<file path="src/hdl/clcd_pkg.sv">
// Shared types, codes and the control program of the character display shadow buffer.
// Used by the datapath, the sequencer and the top level; depends on nothing.
package clcd_pkg;

    localparam logic [2:0] MODE_SETCUR = 3'd0;
    localparam logic [2:0] MODE_PRINT  = 3'd1;
    localparam logic [2:0] MODE_WRCELL = 3'd2;
    localparam logic [2:0] MODE_CLEAR  = 3'd3;
    localparam logic [2:0] MODE_UPDATE = 3'd4;

    localparam logic [1:0] KIND_STATUS = 2'd0;
    localparam logic [1:0] KIND_CELL   = 2'd1;
    localparam logic [1:0] KIND_EMPTY  = 2'd2;

    localparam logic [6:0] SPACE_CHAR = 7'h20;

    typedef struct packed {
        logic [2:0] mode;
        logic [6:0] column;
        logic [2:0] line;
        logic [6:0] char_code;
        logic       force_req;
    } t_in_item;

    typedef struct packed {
        logic [1:0] kind;
        logic       status;
        logic       move_cursor;
        logic [2:0] panel;
        logic [4:0] panel_column;
        logic [2:0] row;
        logic [6:0] glyph;
        logic       last;
    } t_out_item;

    typedef enum logic [3:0] {
        U_FETCH,
        U_SETCUR,
        U_PRINT,
        U_WRCELL,
        U_CELL_RD,
        U_CELL_PUT,
        U_CLEAR,
        U_STATUS,
        U_SCAN_INIT,
        U_SCAN_RD,
        U_SCAN_EVAL,
        U_SCAN_END
    } t_upc;

    typedef enum logic [3:0] {
        OP_ACCEPT,
        OP_SETCUR,
        OP_ADDR_CUR,
        OP_ADDR_TGT,
        OP_CELL_RD,
        OP_CELL_PUT,
        OP_CLEAR,
        OP_STATUS,
        OP_SCAN_INIT,
        OP_SCAN_RD,
        OP_SCAN_EVAL,
        OP_SCAN_END
    } t_uop;

    typedef enum logic [1:0] {
        SEQ_NEXT,
        SEQ_DISPATCH,
        SEQ_LOOP
    } t_useq;

    typedef struct packed {
        t_uop  op;
        t_useq seq;
        t_upc  nxt_pc;
        t_upc  alt_pc;
    } t_uword;

    typedef struct packed {
        logic       hold;
        logic       accept;
        logic       last_cell;
        logic [2:0] mode;
    } t_dp_stat;

    function automatic t_uword f_ucode(input t_upc pc);
        t_uword w;
        unique case (pc)
            U_FETCH:     w = '{op: OP_ACCEPT,    seq: SEQ_DISPATCH, nxt_pc: U_FETCH,
                               alt_pc: U_FETCH};
            U_SETCUR:    w = '{op: OP_SETCUR,    seq: SEQ_NEXT, nxt_pc: U_STATUS,
                               alt_pc: U_STATUS};
            U_PRINT:     w = '{op: OP_ADDR_CUR,  seq: SEQ_NEXT, nxt_pc: U_CELL_RD,
                               alt_pc: U_CELL_RD};
            U_WRCELL:    w = '{op: OP_ADDR_TGT,  seq: SEQ_NEXT, nxt_pc: U_CELL_RD,
                               alt_pc: U_CELL_RD};
            U_CELL_RD:   w = '{op: OP_CELL_RD,   seq: SEQ_NEXT, nxt_pc: U_CELL_PUT,
                               alt_pc: U_CELL_PUT};
            U_CELL_PUT:  w = '{op: OP_CELL_PUT,  seq: SEQ_NEXT, nxt_pc: U_STATUS,
                               alt_pc: U_STATUS};
            U_CLEAR:     w = '{op: OP_CLEAR,     seq: SEQ_NEXT, nxt_pc: U_STATUS,
                               alt_pc: U_STATUS};
            U_STATUS:    w = '{op: OP_STATUS,    seq: SEQ_NEXT, nxt_pc: U_FETCH,
                               alt_pc: U_FETCH};
            U_SCAN_INIT: w = '{op: OP_SCAN_INIT, seq: SEQ_NEXT, nxt_pc: U_SCAN_RD,
                               alt_pc: U_SCAN_RD};
            U_SCAN_RD:   w = '{op: OP_SCAN_RD,   seq: SEQ_NEXT, nxt_pc: U_SCAN_EVAL,
                               alt_pc: U_SCAN_EVAL};
            U_SCAN_EVAL: w = '{op: OP_SCAN_EVAL, seq: SEQ_LOOP, nxt_pc: U_SCAN_RD,
                               alt_pc: U_SCAN_END};
            U_SCAN_END:  w = '{op: OP_SCAN_END,  seq: SEQ_NEXT, nxt_pc: U_FETCH,
                               alt_pc: U_FETCH};
            default:     w = '{op: OP_ACCEPT,    seq: SEQ_DISPATCH, nxt_pc: U_FETCH,
                               alt_pc: U_FETCH};
        endcase
        return w;
    endfunction

endpackage

</file>
<file path="src/hdl/char_lcd_dirty_cell_refresh_top.sv">
// Shadow buffer for a multi-panel character display; top level with sequencer and datapath.
// Set cursor, clear and unused codes end in a status transfer; print and write cell read the
// addressed cell first. Update reads and checks the cells one after another through the single
// read port of the cell store. Output stalls hold the control program.
// Synchronous active-low reset: cursor at home, every cell character 0 and unsent;
// the cell store needs no clearing pass, valid bits cover it from the first cycle.
module char_lcd_dirty_cell_refresh_top #(
    parameter int ROWS       = 2,
    parameter int COLS       = 20,
    parameter int PANEL_COLS = 20
) (
    input  logic                i_clk,
    input  logic                i_rst_n,
    input  logic                i_in_valid,
    output logic                o_in_ready,
    input  clcd_pkg::t_in_item  i_in,
    output logic                o_out_valid,
    input  logic                i_out_ready,
    output clcd_pkg::t_out_item o_out
);
    import clcd_pkg::*;

    t_uword   w_uword;
    t_dp_stat w_stat;

    clcd_sequencer u_seq (
        .i_clk  (i_clk),
        .i_rst_n(i_rst_n),
        .i_stat (w_stat),
        .o_uword(w_uword)
    );

    clcd_datapath #(
        .ROWS      (ROWS),
        .COLS      (COLS),
        .PANEL_COLS(PANEL_COLS)
    ) u_dp (
        .i_clk      (i_clk),
        .i_rst_n    (i_rst_n),
        .i_uword    (w_uword),
        .o_stat     (w_stat),
        .i_in_valid (i_in_valid),
        .o_in_ready (o_in_ready),
        .i_in       (i_in),
        .o_out_valid(o_out_valid),
        .i_out_ready(i_out_ready),
        .o_out      (o_out)
    );

`ifndef SYNTHESIS
    a_one_cmd: assert property (@(posedge i_clk) disable iff (!i_rst_n)
        (i_in_valid && o_in_ready) |=> !o_in_ready)
        else $error("input taken while a command is still in progress");

    a_hold_step: assert property (@(posedge i_clk) disable iff (!i_rst_n)
        w_stat.hold |=> $stable(w_uword))
        else $error("control step changed during a hold");

    a_single_last: assert property (@(posedge i_clk) disable iff (!i_rst_n)
        (o_out_valid && (o_out.kind != KIND_CELL)) |-> o_out.last)
        else $error("status or empty-update transfer without last");
`endif

endmodule

</file>
<file path="src/hdl/clcd_ram.sv">
// Generic single-port-write, single-port-read RAM with a registered read.
// Stand-alone; no package needed.
module clcd_ram #(
    parameter int WIDTH = 8,
    parameter int DEPTH = 64
) (
    input  logic                                   i_clk,
    input  logic                                   i_we,
    input  logic [((DEPTH > 1) ? $clog2(DEPTH) : 1)-1:0] i_waddr,
    input  logic [WIDTH-1:0]                       i_wdata,
    input  logic                                   i_re,
    input  logic [((DEPTH > 1) ? $clog2(DEPTH) : 1)-1:0] i_raddr,
    output logic [WIDTH-1:0]                       o_rdata
);

    logic [WIDTH-1:0] r_mem [DEPTH];
    logic [WIDTH-1:0] r_rdata;

    always_ff @(posedge i_clk) begin
        if (i_we) begin
            r_mem[i_waddr] <= i_wdata;
        end
        if (i_re) begin
            r_rdata <= r_mem[i_raddr];
        end
    end

    assign o_rdata = r_rdata;

endmodule

</file>
<file path="src/hdl/clcd_datapath.sv">
// Datapath of the shadow buffer: cursor, cell store with valid bits, scan counters,
// pending transfer and output register. Uses clcd_pkg and clcd_ram.
module clcd_datapath #(
    parameter int ROWS       = 2,
    parameter int COLS       = 20,
    parameter int PANEL_COLS = 20
) (
    input  logic               i_clk,
    input  logic               i_rst_n,
    input  clcd_pkg::t_uword   i_uword,
    output clcd_pkg::t_dp_stat o_stat,
    input  logic               i_in_valid,
    output logic               o_in_ready,
    input  clcd_pkg::t_in_item i_in,
    output logic               o_out_valid,
    input  logic               i_out_ready,
    output clcd_pkg::t_out_item o_out
);
    import clcd_pkg::*;

    localparam int NCELLS = ROWS * COLS;
    localparam int ADDR_W = (NCELLS > 1) ? $clog2(NCELLS) : 1;
    localparam int COL_W  = (COLS > 1) ? $clog2(COLS) : 1;
    localparam int ROW_W  = (ROWS > 1) ? $clog2(ROWS) : 1;
    localparam logic [2:0] ROWS_L = 3'(ROWS);
    localparam logic [6:0] COLS_L = 7'(COLS);
    localparam logic [9:0] COLS_M = 10'(COLS);

    t_in_item    r_in;
    logic [6:0]  r_cur_col;
    logic [2:0]  r_cur_row;
    logic [ADDR_W-1:0] r_addr;
    logic        r_err;
    logic        r_skip;
    logic        r_is_print;
    logic [COL_W-1:0] r_col;
    logic [ROW_W-1:0] r_row;
    logic [4:0]  r_pcol;
    logic [2:0]  r_panel;
    logic        r_chain;
    logic        r_pend_valid;
    t_out_item   r_pend;
    logic        r_out_valid;
    t_out_item   r_out;
    logic [NCELLS-1:0] r_cell_vld;
    logic        r_blank;
    logic        r_rd_vld;

    logic [7:0]  w_rd_data;
    logic [7:0]  w_cell;
    logic [7:0]  w_wdata;
    logic        w_ram_we;
    logic        w_ram_re;
    logic        w_out_free;
    logic        w_emit;
    logic        w_hold;
    logic        w_accept;
    logic        w_last_cell;
    logic        w_col_wrap;
    logic        w_pcol_wrap;
    logic [2:0]  w_sel_row;
    logic [6:0]  w_sel_col;
    logic [9:0]  w_sel_idx;
    logic        w_cur_oob;
    logic        w_tgt_oob_row;
    logic        w_tgt_oob_col;
    logic        w_out_load;
    t_out_item   w_out_item;
    t_out_item   w_cell_item;
    t_out_item   w_status_item;
    t_out_item   w_empty_item;
    t_out_item   w_pend_last;

    clcd_ram #(
        .WIDTH(8),
        .DEPTH(NCELLS)
    ) u_cells (
        .i_clk  (i_clk),
        .i_we   (w_ram_we),
        .i_waddr(r_addr),
        .i_wdata(w_wdata),
        .i_re   (w_ram_re),
        .i_raddr(r_addr),
        .o_rdata(w_rd_data)
    );

    assign w_out_free  = !r_out_valid || i_out_ready;
    assign w_cell      = r_rd_vld ? w_rd_data : {1'b0, (r_blank ? SPACE_CHAR : 7'd0)};
    assign w_emit      = r_in.force_req || !w_cell[7];
    assign w_last_cell = (r_addr == ADDR_W'(NCELLS - 1));
    assign w_col_wrap  = (r_col == COL_W'(COLS - 1));
    assign w_pcol_wrap = (r_pcol == 5'(PANEL_COLS - 1));

    assign w_sel_row = (i_uword.op == OP_ADDR_CUR) ? r_cur_row : r_in.line;
    assign w_sel_col = (i_uword.op == OP_ADDR_CUR) ? r_cur_col : r_in.column;
    assign w_sel_idx = 10'(w_sel_row) * COLS_M + 10'(w_sel_col);

    assign w_cur_oob     = (r_cur_row >= ROWS_L) || (r_cur_col >= COLS_L);
    assign w_tgt_oob_row = (r_in.line >= ROWS_L);
    assign w_tgt_oob_col = (r_in.column >= COLS_L);

    always_comb begin
        w_cell_item              = '0;
        w_cell_item.kind         = KIND_CELL;
        w_cell_item.move_cursor  = !(r_chain && (r_col != '0));
        w_cell_item.panel        = r_panel;
        w_cell_item.panel_column = r_pcol;
        w_cell_item.row          = 3'(r_row);
        w_cell_item.glyph        = w_cell[6:0];

        w_status_item        = '0;
        w_status_item.kind   = KIND_STATUS;
        w_status_item.status = r_err;
        w_status_item.last   = 1'b1;

        w_empty_item      = '0;
        w_empty_item.kind = KIND_EMPTY;
        w_empty_item.last = 1'b1;

        w_pend_last      = r_pend;
        w_pend_last.last = 1'b1;
    end

    always_comb begin
        w_hold     = 1'b0;
        w_out_load = 1'b0;
        w_out_item = w_status_item;
        case (i_uword.op)
            OP_ACCEPT: begin
                w_hold = !i_in_valid;
            end
            OP_STATUS: begin
                w_hold     = !w_out_free;
                w_out_load = w_out_free;
            end
            OP_SCAN_EVAL: begin
                w_hold     = w_emit && r_pend_valid && !w_out_free;
                w_out_load = w_emit && r_pend_valid && w_out_free;
                w_out_item = r_pend;
            end
            OP_SCAN_END: begin
                w_hold     = !w_out_free;
                w_out_load = w_out_free;
                w_out_item = r_pend_valid ? w_pend_last : w_empty_item;
            end
            default: begin
                w_hold = 1'b0;
            end
        endcase
    end

    assign o_in_ready = (i_uword.op == OP_ACCEPT);
    assign w_accept   = o_in_ready && i_in_valid;

    assign w_ram_re = (i_uword.op == OP_CELL_RD) || (i_uword.op == OP_SCAN_RD);
    assign w_ram_we = ((i_uword.op == OP_CELL_PUT) && !r_skip
                       && (w_cell[6:0] != r_in.char_code))
                   || ((i_uword.op == OP_SCAN_EVAL) && w_emit && !w_hold);
    assign w_wdata  = (i_uword.op == OP_SCAN_EVAL) ? {1'b1, w_cell[6:0]}
                                                    : {1'b0, r_in.char_code};

    always_ff @(posedge i_clk) begin
        if (w_ram_re) begin
            r_rd_vld <= r_cell_vld[r_addr];
        end
    end

    always_ff @(posedge i_clk) begin
        if (!i_rst_n) begin
            r_cur_col    <= '0;
            r_cur_row    <= '0;
            r_cell_vld   <= '0;
            r_blank      <= 1'b0;
            r_pend_valid <= 1'b0;
        end else begin
            case (i_uword.op)
                OP_ACCEPT: begin
                    if (w_accept) begin
                        r_in       <= i_in;
                        r_err      <= 1'b0;
                        r_skip     <= 1'b1;
                        r_is_print <= 1'b0;
                    end
                end
                OP_SETCUR: begin
                    r_cur_col <= r_in.column;
                    r_cur_row <= r_in.line;
                end
                OP_ADDR_CUR: begin
                    r_addr     <= ADDR_W'(w_sel_idx);
                    r_err      <= w_cur_oob;
                    r_skip     <= w_cur_oob;
                    r_is_print <= 1'b1;
                end
                OP_ADDR_TGT: begin
                    r_addr <= ADDR_W'(w_sel_idx);
                    r_err  <= w_tgt_oob_row;
                    r_skip <= w_tgt_oob_row || w_tgt_oob_col;
                end
                OP_CELL_PUT: begin
                    if (w_ram_we) begin
                        r_cell_vld[r_addr] <= 1'b1;
                    end
                    if (r_is_print && !r_err) begin
                        r_cur_col <= r_cur_col + 7'd1;
                    end
                end
                OP_CLEAR: begin
                    r_cell_vld <= '0;
                    r_blank    <= 1'b1;
                    r_cur_col  <= '0;
                    r_cur_row  <= '0;
                end
                OP_SCAN_INIT: begin
                    r_addr       <= '0;
                    r_col        <= '0;
                    r_row        <= '0;
                    r_pcol       <= '0;
                    r_panel      <= '0;
                    r_chain      <= 1'b0;
                    r_pend_valid <= 1'b0;
                end
                OP_SCAN_EVAL: begin
                    if (!w_hold) begin
                        if (w_emit) begin
                            r_cell_vld[r_addr] <= 1'b1;
                            r_pend             <= w_cell_item;
                            r_pend_valid       <= 1'b1;
                        end
                        r_chain <= w_emit && !w_pcol_wrap;
                        r_addr  <= r_addr + ADDR_W'(1);
                        if (w_col_wrap) begin
                            r_col   <= '0;
                            r_row   <= r_row + ROW_W'(1);
                            r_pcol  <= '0;
                            r_panel <= '0;
                        end else begin
                            r_col <= r_col + COL_W'(1);
                            if (w_pcol_wrap) begin
                                r_pcol  <= '0;
                                r_panel <= r_panel + 3'd1;
                            end else begin
                                r_pcol <= r_pcol + 5'd1;
                            end
                        end
                    end
                end
                OP_SCAN_END: begin
                    if (!w_hold) begin
                        r_pend_valid <= 1'b0;
                    end
                end
                default: begin
                end
            endcase
        end
    end

    always_ff @(posedge i_clk) begin
        if (!i_rst_n) begin
            r_out_valid <= 1'b0;
        end else if (w_out_load) begin
            r_out_valid <= 1'b1;
        end else if (i_out_ready) begin
            r_out_valid <= 1'b0;
        end
    end

    always_ff @(posedge i_clk) begin
        if (w_out_load) begin
            r_out <= w_out_item;
        end
    end

    assign o_out_valid = r_out_valid;
    assign o_out       = r_out;

    assign o_stat = '{hold: w_hold, accept: w_accept, last_cell: w_last_cell,
                      mode: i_in.mode};

endmodule

</file>
<file path="src/hdl/clcd_sequencer.sv">
// Step counter and control store of the shadow buffer; jumps on command code and scan end.
// Uses clcd_pkg for the program, the step codes and the datapath status.
module clcd_sequencer (
    input  logic               i_clk,
    input  logic               i_rst_n,
    input  clcd_pkg::t_dp_stat i_stat,
    output clcd_pkg::t_uword   o_uword
);
    import clcd_pkg::*;

    t_upc r_upc;
    t_upc n_upc;
    t_upc w_entry;

    always_comb begin
        unique case (i_stat.mode)
            MODE_SETCUR: w_entry = U_SETCUR;
            MODE_PRINT:  w_entry = U_PRINT;
            MODE_WRCELL: w_entry = U_WRCELL;
            MODE_CLEAR:  w_entry = U_CLEAR;
            MODE_UPDATE: w_entry = U_SCAN_INIT;
            default:     w_entry = U_STATUS;
        endcase
    end

    always_comb begin
        n_upc = r_upc;
        if (!i_stat.hold) begin
            unique case (o_uword.seq)
                SEQ_NEXT:     n_upc = o_uword.nxt_pc;
                SEQ_DISPATCH: n_upc = i_stat.accept ? w_entry : r_upc;
                SEQ_LOOP:     n_upc = i_stat.last_cell ? o_uword.alt_pc : o_uword.nxt_pc;
                default:      n_upc = U_FETCH;
            endcase
        end
    end

    always_comb begin
        o_uword = f_ucode(r_upc);
    end

    always_ff @(posedge i_clk) begin
        if (!i_rst_n) begin
            r_upc <= U_FETCH;
        end else begin
            r_upc <= n_upc;
        end
    end

endmodule

</file>
<file path="config.mk">
export PLATFORM = sky130hd
export DESIGN_NAME = char_lcd_dirty_cell_refresh_top
export DESIGN_NICKNAME = d
export VERILOG_FILES = /design/src/hdl/clcd_pkg.sv /design/src/hdl/char_lcd_dirty_cell_refresh_top.sv /design/src/hdl/clcd_ram.sv /design/src/hdl/clcd_datapath.sv /design/src/hdl/clcd_sequencer.sv
export SDC_FILE = /design/constraint.sdc
export NUM_CORES = 1
export LEC_CHECK = 0
export BUFFER_PORTS_ARGS = -buffer_cell sky130_fd_sc_hd__buf_2
export CORE_MARGIN = 8
export CORE_UTILIZATION = 46
export CTS_CLUSTER_DIAMETER = 150
export DETAILED_ROUTE_END_ITERATION = 12
export PLACE_DENSITY = 0.6
export SLEW_MARGIN = 5
export SYNTH_ARGS = -nofsm -noshare
export SYNTH_HDL_FRONTEND = slang
export SYNTH_SLANG_ARGS = --single-unit
export TNS_END_PERCENT = 30
</file>
<file path="constraint.sdc">
create_clock -name i_clk -period 5.1 [get_ports i_clk]
set_input_delay 1.02 -clock i_clk [delete_from_list [all_inputs] [get_ports i_clk]]
set_output_delay 1.02 -clock i_clk [all_outputs]
set_load 0.1 [all_outputs]
</file>
==> flow_summary.json, run 1 <==
{
  "r2r.worst_path.cells": 7,
  "hold_ws_ps": 445,
  "worst_slew_margin_rel_pct": 21.8,
  "vias_per_cell": 5.99,
  "timing.final.max_slew_violations": 0,
  "grt_setup_unrepaired": "false",
  "place.detailed.hpwl_mm": 28.7,
  "switching_portion_of_total_power_pct": 28.6,
  "antenna-diode-count": 0,
  "clkSinkCount": 477,
  "first_global_vias": 11562,
  "synth.top_cell.area_share_pct": 64.6,
  "htree_levels": 2,
  "timing.critical_path.from": "u_seq.o_uword[11]",
  "start_kind": "register",
  "globalplace.congestion": 0.858,
  "maximum_number_of_pins_on_one_net_before_global_route_repair": 53,
  "worstSetupPathType": "register to register",
  "hold_viol_final": 0,
  "layout.area.seq_sq_um": 13600,
  "synth_seq_area_share_pct": 71.7,
  "path_max_fanout": 40,
  "cts.repair.resized": 0,
  "drc": 0,
  "endpoint_of_the_worst_setup_timing_path": "u_dp.u_cells.r_mem[27][2]",
  "total_of_flip_flops_plus_latches_after_synthesis": 477,
  "synth_enable_flop_cells": 409,
  "cts.hold.buffers_added": 0,
  "critPathRequiredTime_ps": 5310,
  "global_route.overflow_total": 0,
  "track_usage_pct": 19.3,
  "initial_core_util_pct": 46.6,
  "max_freq_mhz": 284,
  "cts_inserted_buffers": 49,
  "cp_data_arrival_time_ps": 3720,
  "yosysUniqueCellTypes": 73,
  "reg2reg_to": "u_dp.u_cells.r_mem[27][2]",
  "num_rows": 74,
  "multi_input_comb_area_sq_um": 4900,
  "postRouteWirelength_mm": 46.6,
  "nFillCells": 3393,
  "powerDensity_nw_per_um2": 458,
  "finClkSkew_ps": 34.6,
  "worst_slew_pin_slew_ps": 1160,
  "fin_setup_tns_ps": 0,
  "placement.io_buffers": 47,
  "grt_first_pass_wirelength_mm": 70.9,
  "status": "completed",
  "syn-mean-instance-area_sq_um": 14.1,
  "internal_power_mw": 6.99,
  "clkSlewWorstSetupHoldPaths_ps": 60,
  "clk-insertion-delay-late_ps": 600,
  "predominant_post_synthesis_flop_cell": "sky130_fd_sc_hd__edfxtp_1",
  "fp.dieArea_sq_um": 48100,
  "holdCritPathClass": "register to register",
  "post_cts.repair.setup_buffers": 0,
  "die_height_um": 219,
  "design.portCount": 50,
  "grt_antenna_before_repair": 1,
  "postSynthCellCount": 1350,
  "maxCapViolations": 0,
  "reg2reg_slack_ps": 1580,
  "synth_warnings": 0,
  "final_critical_path_required_period_ps": 3520,
  "dr_total_vias": 11755,
  "nets": 1430,
  "clockBufferDepth": 3,
  "tritoncts_clock_tree": "done",
  "first_pass_iters": 6,
  "power.share.combinational_pct": 16.9,
  "crit-reg2reg-launch": "u_seq.o_uword[11]",
  "core_region_area_sq_um": 40800,
  "clk_root_buffer_cell": "sky130_fd_sc_hd__clkbuf_16",
  "synth_async_sr_flop_share_pct": 0,
  "synth.largest_area_cell": "sky130_fd_sc_hd__edfxtp_1",
  "detailed_router_s_first_iteration_violation_count": 1312,
  "die-width_um": 219,
  "synthesis.area_sq_um": 19000,
  "static-leakage-power_nw": 6.72,
  "antenna_nets_post_route": 0,
  "area_growth_syn_to_layout_pct": 12.4,
  "worstSetupEndpointType": "register",
  "final_layout_size_suffix_gt1_share_pct": 13.9,
  "min_period_over_period_pct": 69.0,
  "seq_power_share_pct": 47.7,
  "switchingPower_mw": 2.80,
  "ys_top_cells_by_area": "sky130_fd_sc_hd__edfxtp_1 65%, sky130_fd_sc_hd__dfxtp_1 7.2%, sky130_fd_sc_hd__a22oi_1 6.3%",
  "vdd_ir_drop_max_v": 0.000273,
  "clockPowerShare_pct": 35.4,
  "setup_violations": 0,
  "routed_len_inst_um": 23.7
}
## flip-flops by register name, summed over array words and instances (netlist names), 4 cells and up
name                  cells
u_dp.o_out               21
u_dp.r_addr               6
u_dp.r_cell_vld          40
u_dp.r_col                5
u_dp.r_cur_col            7
u_dp.r_in                18
u_dp.r_pcol               5
u_dp.r_pend              17
u_dp.u_cells.o_rdata      8
u_dp.u_cells.r_mem      320
u_seq.o_uword            11
u_seq.r_upc               4
## metrics by stage
| step | total power, mW | setup slack [ps] | std cells | utilization, % | cell area [sq um] |
|---|---|---|---|---|---|
| global placement | 6.38 | 1740 | 1871 | 48.5 | 19800 |
| CTS | 9.87 | 1550 | 1963 | 52.4 | 21400 |
| global route | 10.2 | 1230 | 1963 | 52.4 | 21400 |
| floorplan | 5.91 | 1440 | 1351 | - | 19000 |
| detailed placement | 6.40 | 1560 | 1871 | 48.5 | 19800 |
| finish | 9.79 | 1580 | 1963 | 52.4 | 21400 |
## cells by family after synthesis
family,after synthesis,share of synthesized area (%)
mux,19,1.06
buf+inv,119,2.84
fa+ha+maj,16,1.08
xor+xnor,19,0.875
other cells,1,0.0197
flops,477,71.7
compound gates,347,12.8
simple gates,352,9.57
## power by group through the flow
stage / combinational, mW / clock, mW / sequential [mW]
4_1_cts: 1.66 / 3.55 / 4.66
2_1_floorplan: 1.22 / 0 / 4.69
6_report: 1.65 / 3.47 / 4.67
3_5_place_dp: 1.65 / 0 / 4.75
3_3_place_gp: 1.63 / 0 / 4.75
5_1_grt: 1.80 / 3.69 / 4.69
## synth_stat cells (4+ instances only)
| library cell | n |
|---|---|
| sky130_fd_sc_hd__edfxtp_1 | 409 |
| sky130_fd_sc_hd__xor2_1 | 4 |
| sky130_fd_sc_hd__a221oi_1 | 16 |
| sky130_fd_sc_hd__nand3b_1 | 7 |
| sky130_fd_sc_hd__nand2_1 | 89 |
| sky130_fd_sc_hd__xnor2_1 | 15 |
| sky130_fd_sc_hd__dfxtp_1 | 68 |
| sky130_fd_sc_hd__a22oi_1 | 160 |
| sky130_fd_sc_hd__o21ai_1 | 23 |
| sky130_fd_sc_hd__nor3_1 | 47 |
| sky130_fd_sc_hd__inv_1 | 26 |
| sky130_fd_sc_hd__nor2_1 | 45 |
| sky130_fd_sc_hd__mux2i_1 | 10 |
| sky130_fd_sc_hd__nand3_1 | 54 |
| sky130_fd_sc_hd__a21oi_1 | 32 |
| sky130_fd_sc_hd__nand2b_1 | 10 |
| sky130_fd_sc_hd__ha_1 | 14 |
| sky130_fd_sc_hd__o21ai_0 | 45 |
| sky130_fd_sc_hd__clkbuf_1 | 38 |
| sky130_fd_sc_hd__buf_4 | 7 |
| sky130_fd_sc_hd__nand4_1 | 36 |
| sky130_fd_sc_hd__and2_1 | 28 |
| sky130_fd_sc_hd__buf_2 | 36 |
| sky130_fd_sc_hd__a31oi_1 | 18 |
| sky130_fd_sc_hd__buf_1 | 8 |
| sky130_fd_sc_hd__a22o_1 | 17 |
| sky130_fd_sc_hd__mux2_2 | 8 |
| sky130_fd_sc_hd__nor2b_1 | 5 |
| sky130_fd_sc_hd__or3b_2 | 4 |
## worst max-delay path: stages (launching register included)
cell and delay (ps):
sky130_fd_sc_hd__dfxtp_1 650, sky130_fd_sc_hd__and2b_1 350, sky130_fd_sc_hd__nand2_1 430, sky130_fd_sc_hd__clkinv_1 170
sky130_fd_sc_hd__nand3_1 150, sky130_fd_sc_hd__o31a_1 140, sky130_fd_sc_hd__buf_4 280, sky130_fd_sc_hd__nor3_1 950
## layout make-up
| cell class | count | area share [%] |
|---|---|---|
| flip-flops and latches | 477 | 63.8 |
| well taps | 532 | 3.11 |
| inverters | 27 | 0.474 |
| repair buffers | 80 | 2.32 |
| clock buffers | 59 | 6.06 |
| clock inverters | 33 | 1.28 |
| multi-input cells | 755 | 22.9 |
## worst min-delay path by stage
stage / startpoint / endpoint / slack [ps] / cells past startpoint
6_report: u_dp.r_cell_vld[14] / u_dp.r_cell_vld[14] / 440 / 2
5_1_grt: u_dp.r_cell_vld[8] / u_dp.r_cell_vld[8] / 480 / 2
4_1_cts: u_dp.r_cell_vld[14] / u_dp.r_cell_vld[14] / 440 / 2
3_5_place_dp: u_dp.r_cell_vld[14] / u_dp.r_cell_vld[14] / 440 / 2
3_3_place_gp: u_dp.r_cell_vld[14] / u_dp.r_cell_vld[14] / 430 / 2
2_1_floorplan: u_dp.r_cell_vld[32] / u_dp.r_cell_vld[32] / 430 / 2
## layout by cell type (no fill, tap or decap), types with 5 or more instances in the layout
| cell | Yosys | final |
|---|---|---|
| sky130_fd_sc_hd__clkinv_2 | 0 | 13 |
| sky130_fd_sc_hd__nand3_1 | 54 | 54 |
| sky130_fd_sc_hd__nor2b_1 | 5 | 5 |
| sky130_fd_sc_hd__o21ai_1 | 23 | 23 |
| sky130_fd_sc_hd__dfxtp_1 | 68 | 68 |
| sky130_fd_sc_hd__xnor2_1 | 15 | 15 |
| sky130_fd_sc_hd__a22oi_1 | 160 | 160 |
| sky130_fd_sc_hd__clkbuf_16 | 0 | 50 |
| sky130_fd_sc_hd__clkinv_1 | 0 | 10 |
| sky130_fd_sc_hd__o21ai_0 | 45 | 39 |
| sky130_fd_sc_hd__a221oi_1 | 16 | 16 |
| sky130_fd_sc_hd__a22o_1 | 17 | 17 |
| sky130_fd_sc_hd__nor2_1 | 45 | 43 |
| sky130_fd_sc_hd__nand2b_1 | 10 | 10 |
| sky130_fd_sc_hd__a31oi_1 | 18 | 18 |
| sky130_fd_sc_hd__nand4_1 | 36 | 36 |
| sky130_fd_sc_hd__buf_4 | 7 | 32 |
| sky130_fd_sc_hd__ha_1 | 14 | 14 |
| sky130_fd_sc_hd__mux2i_1 | 10 | 10 |
| sky130_fd_sc_hd__clkbuf_1 | 38 | 8 |
| sky130_fd_sc_hd__mux2_2 | 8 | 8 |
| sky130_fd_sc_hd__edfxtp_1 | 409 | 409 |
| sky130_fd_sc_hd__a21oi_1 | 32 | 31 |
| sky130_fd_sc_hd__nand3b_1 | 7 | 7 |
| sky130_fd_sc_hd__nor3_1 | 47 | 46 |
| sky130_fd_sc_hd__nand2_1 | 89 | 89 |
| sky130_fd_sc_hd__buf_2 | 36 | 47 |
| sky130_fd_sc_hd__o21ai_2 | 1 | 7 |
| sky130_fd_sc_hd__and2_1 | 28 | 27 |
| sky130_fd_sc_hd__inv_1 | 26 | 25 |
## per-layer routing
layer | vias to the layer above | global-route usage [%] | wire [um]
met5 | - | 0 | 12
met4 | 2 | 6.72 | 1370
met3 | 77 | 4.65 | 4040
met2 | 502 | 29.2 | 20900
met1 | 5807 | 27.0 | 20200
li1 | 5367 | - | -
Power figures use the tool's default switching activity.
==> inputs of run 2 (changes only) <==
==> constraint.sdc (replaced) <==
create_clock -name i_clk -period 3.5 [get_ports i_clk]
set_input_delay 0.7 -clock i_clk [delete_from_list [all_inputs] [get_ports i_clk]]
set_output_delay 0.7 -clock i_clk [all_outputs]
set_load 0.1 [all_outputs]
==> run 2 against run 1 <==
Worst setup slack worse by 1100 ps. Count of clock-buffer cells in the layout down 3. Sequential share of layout area down 0.56 points. First-iteration DRC count up 19%. Critical path type unchanged. Non-clock buffer count up 9. Combinational power up 57%. Hold slack worse by 120 ps.
==> flow_summary.json, run 2 (same netlist as run 1, synthesis figures left out) <==
{
  "status": "completed",
  "antenna-diode-count": 0,
  "grt_antenna_before_repair": 0,
  "hold_path_startpoint": "i_in[2]",
  "htree_levels": 2,
  "static-leakage-power_nw": 6.79,
  "clk_root_buffer_cell": "sky130_fd_sc_hd__clkbuf_16",
  "globalplace.congestion": 0.888,
  "clockBufferDepth": 3,
  "max_freq_mhz": 335,
  "worst_slew_margin_rel_pct": 23.8,
  "first_global_vias": 11643,
  "holdCritPathClass": "input pin to register",
  "final_critical_path_required_period_ps": 2980,
  "cp_data_arrival_time_ps": 3150,
  "track_usage_pct": 20.0,
  "layout.core_utilization_pct": 52.8,
  "hold_viol_final": 0,
  "path_max_fanout": 18,
  "start_kind": "register",
  "routed_len_inst_um": 24.7,
  "initial_core_util_pct": 46.6,
  "grt_setup_unrepaired": "false",
  "critPathRequiredTime_ps": 3660,
  "first_pass_iters": 6,
  "die_height_um": 219,
  "crit-reg2reg-launch": "u_dp.r_addr[2]",
  "largest_register_ff_count": 320,
  "cts.repair.resized": 0,
  "hold_ws_ps": 326,
  "area_growth_syn_to_layout_pct": 13.4,
  "core_region_area_sq_um": 40800,
  "postRouteWirelength_mm": 48.6,
  "timing.critical_path.from": "u_dp.r_addr[2]",
  "placement.io_buffers": 47,
  "nFillCells": 3380,
  "post_cts.repair.setup_buffers": 0,
  "final_layout_size_suffix_gt1_share_pct": 14.7,
  "mostFrequentLayoutCells": "409 x sky130_fd_sc_hd__edfxtp_1, 160 x sky130_fd_sc_hd__a22oi_1, 89 x sky130_fd_sc_hd__nand2_1",
  "num_rows": 74,
  "min_period_over_period_pct": 85.2,
  "antenna_nets_post_route": 0,
  "worstSetupPathType": "register to register",
  "vdd_ir_drop_max_v": 0.000505,
  "layout_commonest_cell": "sky130_fd_sc_hd__edfxtp_1",
  "grt_first_pass_wirelength_mm": 73.5,
  "fp.dieArea_sq_um": 48100,
  "finClkSkew_ps": 21.6,
  "r2r.worst_path.cells": 2,
  "global_route.overflow_total": 0,
  "maxCapViolations": 0,
  "timing.hold.worst_path_depth": 1,
  "tritoncts_clock_tree": "done",
  "cts.hold.buffers_added": 0,
  "vias_per_cell": 6.06,
  "cts_inserted_buffers": 46,
  "clk-insertion-delay-late_ps": 560,
  "setup_violations": 0,
  "max_flop_register": "u_dp.u_cells.r_mem",
  "timing.final.max_slew_violations": 0,
  "clkSlewWorstSetupHoldPaths_ps": 60,
  "powerDensity_nw_per_um2": 676,
  "die-width_um": 219,
  "place.detailed.hpwl_mm": 30.1,
  "clkSinkCount": 477,
  "design.portCount": 50,
  "dr_total_vias": 11903,
  "worst_slew_pin_slew_ps": 1130,
  "nets": 1436,
  "detailed_router_s_first_iteration_violation_count": 1566,
  "worstSetupEndpointType": "register",
  "maximum_number_of_pins_on_one_net_before_global_route_repair": 75,
  "drc": 0
}
-- run 2: area by class of cell --
type | count | area, sq um | area share (%)
tap | 532 | 666 | 3.09
inverter | 27 | 101 | 0.470
timing repair buffer | 89 | 663 | 3.08
clock buffer | 56 | 1230 | 5.70
clock inverter | 29 | 359 | 1.67
multi-input combinational | 755 | 4900 | 22.7
sequential | 477 | 13600 | 63.3
-- run 2: routing by layer --
layer  wire length (um)  up-vias  track usage (%)  share of wire, %
met3               4280       92             4.42               8.8
li1                   -     5363                -                 -
met5                  0        -                0                 0
met1              20800     5896             27.8                43
met4               1240        0             5.58               2.6
met2              22300      552             31.3                46
-- run 2: critical path, stage by stage, from the launching register on --
cell and delay (ps):
sky130_fd_sc_hd__edfxtp_1 780, sky130_fd_sc_hd__nand3b_1 690, sky130_fd_sc_hd__nor3_1 1130
-- run 2: report_power, final --
part | internal, mW | total (mW) | switching (mW) | leakage, nW
sequential | 6.53 | 6.77 | 0.234 | 4.17
clock | 3.05 | 5.21 | 2.16 | 0.757
combinational | 0.857 | 2.59 | 1.74 | 1.87
total | 10.4 | 14.6 | 4.13 | 6.79
-- run 2: through the flow --
stage / TNS, ps / power, mW / setup slack, ps / area [sq um] / instances
final: 0 / 14.6 / 517 / 21600 / 1965
after global routing: 0 / 15.1 / 274 / 21600 / 1965
after CTS: 0 / 14.6 / 499 / 21600 / 1965
after detailed placement: 0 / 9.47 / 540 / 20000 / 1880
after global placement: 0 / 9.43 / 577 / 20000 / 1880
after floorplan: -25460 / 8.61 / -159 / 19000 / 1351
-- run 2: worst paths after layout --
| kind | endpoint | slack, ps |
|---|---|---|
| worst min-delay path | u_dp.r_in[2] | 330 |
| worst min register to register | u_dp.r_cell_vld[18] | 440 |
| worst max-delay path | u_dp.u_cells.r_mem[30][6] | 520 |
| worst max register to register | u_dp.u_cells.r_mem[30][6] | 520 |
